--- config.mk ---
export PLATFORM = sky130hd
export DESIGN_NAME = ccp_ctrl
export DESIGN_NICKNAME = d
export VERILOG_FILES = /design/src/ccp_pkg.sv /design/src/ccp_ctrl.sv
export SDC_FILE = /design/constraint.sdc
export NUM_CORES = 1
export LEC_CHECK = 0
export ABC_AREA = 1
export BUFFER_PORTS_ARGS = -buffer_cell sky130_fd_sc_hd__buf_2
export CAP_MARGIN = 15
export CORE_AREA = 2 2 39 41
export DETAILED_ROUTE_END_ITERATION = 8
export DIE_AREA = 0 0 41 43
export PLACE_DENSITY = 0.59
export SYNTH_ARGS = -nofsm -noshare
export SYNTH_HDL_FRONTEND = slang
export SYNTH_SLANG_ARGS = --single-unit
--- constraint.sdc ---
create_clock -name clk -period 3.1 [get_ports clk]
set_input_delay 0.465 -clock clk [delete_from_list [all_inputs] [get_ports clk]]
set_output_delay 0.465 -clock clk [all_outputs]
set_load 0.02 [all_outputs]
--- src/ccp_pkg.sv ---
// Shared types and constants of the circle canvas painter.
// Used by the controller, the datapath and the top level; depends on nothing.
package ccp_pkg;

	localparam logic [1:0] OP_CLEAR = 2'd0;
	localparam logic [1:0] OP_DRAW  = 2'd1;
	localparam logic [1:0] OP_READ  = 2'd2;
	localparam logic [1:0] OP_NONE  = 2'd3;

	localparam logic [7:0] TYPE_FILLED  = 8'h43;
	localparam logic [7:0] TYPE_OUTLINE = 8'h63;

	localparam logic [1:0] CFG_WIDTH  = 2'd0;
	localparam logic [1:0] CFG_HEIGHT = 2'd1;
	localparam logic [1:0] CFG_BG     = 2'd2;

	localparam logic [8:0] WIDTH_RESET  = 9'd0;
	localparam logic [8:0] HEIGHT_RESET = 9'd0;
	localparam logic [7:0] BG_RESET     = 8'd32;

	typedef struct packed {
		logic accept;
		logic load_radius;
		logic latch_radii;
		logic sweep;
		logic clear_wr;
		logic draw_issue;
		logic read_en;
		logic load_result;
	} ccp_cmd_t;

	typedef struct packed {
		logic [1:0] op;
		logic       draw_ok;
		logic       empty;
		logic       last_pixel;
		logic       pipe_busy;
	} ccp_stat_t;

endpackage

--- src/ccp_ctrl.sv ---
// Operation sequencer of the circle canvas painter.
// Uses ccp_pkg; drives the datapath commands and the result valid.
module ccp_ctrl (
	input  logic                clk,
	input  logic                arst_n,
	input  logic                in_valid,
	output logic                in_stall,
	output logic                out_valid,
	input  logic                out_stall,
	input  ccp_pkg::ccp_stat_t  stat,
	output ccp_pkg::ccp_cmd_t   cmd
);

	typedef enum logic [3:0] {
		S_IDLE,
		S_DECODE,
		S_CLEAR,
		S_RAD0,
		S_RAD1,
		S_RAD2,
		S_DRAW,
		S_DRAIN,
		S_RESULT
	} state_t;

	state_t state_q;
	logic   out_valid_q;
	logic   out_free;

	assign out_free  = !out_valid_q || !out_stall;
	assign in_stall  = (state_q != S_IDLE);
	assign out_valid = out_valid_q;

	always_comb begin
		cmd             = '0;
		cmd.accept      = (state_q == S_IDLE) && in_valid;
		cmd.load_radius = (state_q == S_RAD0);
		cmd.latch_radii = (state_q == S_RAD2);
		cmd.sweep       = (state_q == S_CLEAR) || (state_q == S_DRAW);
		cmd.clear_wr    = (state_q == S_CLEAR);
		cmd.draw_issue  = (state_q == S_DRAW);
		cmd.read_en     = (state_q == S_DECODE) && (stat.op == ccp_pkg::OP_READ);
		cmd.load_result = (state_q == S_RESULT) && out_free;
	end

	always_ff @(posedge clk or negedge arst_n) begin
		if (!arst_n) begin
			state_q     <= S_IDLE;
			out_valid_q <= 1'b0;
		end else begin
			priority if ((state_q == S_RESULT) && out_free) begin
				out_valid_q <= 1'b1;
			end else if (!out_stall) begin
				out_valid_q <= 1'b0;
			end
			unique case (state_q)
				S_IDLE: begin
					if (in_valid) begin
						state_q <= S_DECODE;
					end
				end
				S_DECODE: begin
					priority if (stat.op == ccp_pkg::OP_CLEAR) begin
						state_q <= stat.empty ? S_RESULT : S_CLEAR;
					end else if (stat.op == ccp_pkg::OP_DRAW) begin
						state_q <= (!stat.draw_ok || stat.empty) ? S_RESULT : S_RAD0;
					end else begin
						state_q <= S_RESULT;
					end
				end
				S_CLEAR: begin
					if (stat.last_pixel) begin
						state_q <= S_RESULT;
					end
				end
				S_RAD0: state_q <= S_RAD1;
				S_RAD1: state_q <= S_RAD2;
				S_RAD2: state_q <= S_DRAW;
				S_DRAW: begin
					if (stat.last_pixel) begin
						state_q <= S_DRAIN;
					end
				end
				S_DRAIN: begin
					if (!stat.pipe_busy) begin
						state_q <= S_RESULT;
					end
				end
				S_RESULT: begin
					if (out_free) begin
						state_q <= S_IDLE;
					end
				end
				default: state_q <= S_IDLE;
			endcase
		end
	end

`ifndef ASSERT_OFF
	a_drained_before_result: assert property (@(posedge clk) disable iff (!arst_n)
		(state_q == S_RESULT) |-> !stat.pipe_busy)
		else $error("result reached with paint writes in flight");

	a_sweep_stops: assert property (@(posedge clk) disable iff (!arst_n)
		(cmd.sweep && stat.last_pixel) |=> (state_q != S_CLEAR && state_q != S_DRAW))
		else $error("sweep continued past last pixel");

	a_valid_from_result: assert property (@(posedge clk) disable iff (!arst_n)
		$rose(out_valid_q) |-> ($past(state_q) == S_RESULT))
		else $error("result word raised outside result state");
`endif

endmodule

Word-level counts from Yosys, hierarchy flattened
Cells that the tools add are included.
W data, S select, Z words.
{"block": "word_totals", "reg_bits": 5, "out_inout_bits": 10}
{"block": "op_classes", "n_eq_ne": 16, "reduce_logical": 13, "muxes": 12}
{"op": "$mux W4", "count": 9}
{"op": "$pmux W4 S9", "count": 1}
{"op": "$eq A4 B3 Y1 const B", "count": 4}
{"op": "$ne A2 B2 Y1 const B", "count": 5}
{"op": "$eq A4 B2 Y1 const B", "count": 2}
{"op": "$reduce_and A5 Y1", "count": 1}
{"op": "$eq A4 B1 Y1 const B", "count": 1}
{"op": "$eq A4 B4 Y1 const B", "count": 1}
{"op": "$logic_not A4 Y1", "count": 1}
{"op": "$reduce_bool A4 Y1", "count": 1}
{"op": "$logic_and A1 B1 Y1", "count": 3}
{"op": "$logic_not A1 Y1", "count": 3}
{"op": "$logic_or A1 B1 Y1", "count": 3}
{"op": "$eq A2 B1 Y1 const B", "count": 1}
{"op": "$eq A2 B2 Y1 const B", "count": 1}
{"op": "$logic_not A2 Y1", "count": 1}
{"op": "$mux W1", "count": 2}
{"op": "$ne A2 B1 Y1 const B", "count": 1}

Longest topological paths before layout
{"block": "logic_depth", "word_depth": 6, "mapped_depth": 7}

Worst setup path after synthesis
OpenSTA, ideal clock, no wires.
{"block": "synth_path", "path_kind": "register to output", "from": "reg state_q[3]", "to": "out cmd[1] (netlist bit)", "path_buffers": 0, "path_stages_with_launch": 4, "t_arrival_ns": 1.176, "path_slack_ns": 1.459, "path_cell_list": "dfrtp_1 > nor2_2 > nand3_1 > nor3_1"}
{"element": "start: declaration", "line": "ccp_ctrl.sv:26", "source": "state_t state_q;"}
{"element": "start signal: assignment", "line": "ccp_ctrl.sv:64", "source": "state_q <= stat.empty ? S_RESULT : S_CLEAR;"}
{"element": "start signal: assignment", "line": "ccp_ctrl.sv:66", "source": "state_q <= (!stat.draw_ok || stat.empty) ? S_RESULT : S_RAD0;"}
{"element": "end: declaration", "line": "ccp_ctrl.sv:11", "source": "output ccp_pkg::ccp_cmd_t cmd"}

==> impl_metrics.toml <==
[route]
vias = 474
drt-initial-drc-count = 2
wl_per_cell_um = 8.144
route.antenna.remaining_nets = 0
via_per_inst = 4.270
drc_errors = 0
first_pass_iters = 4
routed_wirelength_um = 904

[sta]
fin_ws_ns = 1.311
rsz0062_at_grt = "false"
fmax_mhz = 558.8
finalHoldViolCount = 0
max_slew.worst_pin.slew_ns = 0.2664
slew_violations = 0
period_minus_slack_ns = 1.789
maxSlewHeadroom_pct = 82.22
fin_tns_setup_ns = 0
setup_violations = 0
period_share_pct = 57.72
skew_ns = 0.0006844
hold_slack_ns = 0.03430

[power_and_ir_drop]
powerDensity_mw_per_mm2 = 831.4
vdd_ir_drop_max_mv = 0.3553
power_uw = 474.4
p_leak_nw = 0.3753

[floorplan]
rows = 14
die_area_mm2 = 0.001763
die_w_um = 41
io_pins = 20
initial_core_util_pct = 31.01
core_area_mm2 = 0.001384
die_height_um = 43

[critical_path]
path_delay_family = "simple AND/OR/NAND/NOR gates"
cp_cell_sequence = "nor2_2 -> nand3_1 -> nor3_1 -> buf_2"
cp-start-kind = "register"
crit_buf_inv = 1
cp_max_fo = 4
critPathKind = "register to output pin"
cp-end-kind = "output pin"
critPathSlowestCell = "dfrtp_1"
slowest_delay_ns = 0.44
worst_ep_arrival_time_ns = 1.32
cp.required_ns = 2.63

[cts]
cts_root_buf = "clkbuf_4"
clock-sinks = 5
post_cts_buffers = 0
cts_buffers = 3
clock_path_buffers = 2
clkTransAtPathRegs_ns = 0.04
htree_levels = 1
tritoncts = "done"
clock_latency_ns = 0.23
hold_buffers = 0
cts_resized = 0

[placed_design]
port_buffers = 19
dp.cells = 107
gp_congestion = 0.7346
dpl-instance-area_um2 = 544.3
hpwl_um = 792
pre_cts_slack_ns = 1.566

[finish]
antenna_cells = 0
fin_area_um2 = 570.5
fillCellCount = 157
areaGrowthSynthToFinish_pct = 32.94
stdcell_count = 111
final_util_pct = 41.23
drive_gt1_share_pct = 36.84
nets = 106

[logic_synthesis]
syn_nets = 82
synth-simple-area-share_pct = 55.39
yosysWarnings = 0
ys_types = 14
ys_ff_latch = 5
synth_top_family_by_area = "simple AND/OR/NAND/NOR gates"
synth_edf_count = 0
yosysMostFrequentCell = "nand2_1"
synth.mux.area_fraction_pct = 0
synth_common_cells = "nand2_1, inv_1, nor2_1"
synth_top_area_cell = "dfrtp_1"
syn-mean-instance-area_um2 = 5.961
postSynth.asyncResetShare_pct = 100.0
synth_compound_area_share_pct = 4.082
yosys-top-cells-area = "dfrtp_1, nand2_1, inv_1, nor2_1, nor2_2"
synthFlopType = "dfrtp_1"
yosys.area.top_type_share_pct = 29.15
synthesis.area_um2 = 429.2
synthAdderAreaFrac_pct = 0
syn_inst = 72
synthXorXnorAreaFrac_pct = 0
seq_area_frac_synth_pct = 29.15

[global_route]
grt_antenna_before_repair = 0
grt_usage_pct = 12.12
grt_pass1_vias = 407
grt_max_degree = 7
grt_overflow = 0
grt_pass1_wl_um = 1442

[hold_path]
hp-class = "input port to async pin"

[job]
cap_violations = 0

[outcome]
status = "finished clean"
[path summary, 6_finish.rpt]
path	start	endpoint	slack [ns]	cells past startpoint
max in group asynchronous	arst_n	out_valid	2.94	1
worst max-delay path	state_q[3]	cmd[1]	1.31	4
min in group clk	out_stall	out_valid	0.46	3
worst min register to register	out_valid	out_valid	0.49	2
worst min-delay path	arst_n	state_q[1]	0.03	1
worst max register to register	state_q[0]	state_q[3]	1.93	6
[layout make-up]
type,count,area (um2),area share (%)
tap,16,20.02,3.509
inverter,13,48.80,8.553
timing repair buffer,19,95.09,16.67
clock buffer,4,26.28,4.605
multi-input combinational,54,255.2,44.74
sequential,5,125.1,21.93
[state kept, by name, indices dropped and copies added (netlist names)]
signal	cells
state_q	4
out_valid	1
[report_power, final]
part | internal (mW) | total (mW) | switching [mW]
combinational | 0.0925 | 0.280 | 0.188
clock | 0.0485 | 0.0721 | 0.0236
sequential | 0.0908 | 0.122 | 0.0313
total | 0.232 | 0.474 | 0.243
[routing by layer]
layer  global-route usage, %  share of wire [%]
met3                   3.141                4.1
met5                       0                  0
met2                   20.63                 54
met4                   6.000                  0
met1                   12.79                 42
[cell usage in the layout (no fill, tap or decap), drive strengths merged]
cell type | netlist | final
o21bai | 1 | 1
nor3 | 2 | 2
nand2 | 27 | 27
nand3 | 7 | 7
clkbuf | 0 | 4
nor2 | 15 | 15
dfrtp | 5 | 5
o21ai | 2 | 2
buf | 0 | 19
inv | 13 | 13
[cells by family after synthesis]
logic type	Yosys count
AOI/OAI and AO/OA	3
buffers and inverters	13
DFF	5
and+or+nand+nor	51
Note: power is estimated with default switching activity, not from simulation.
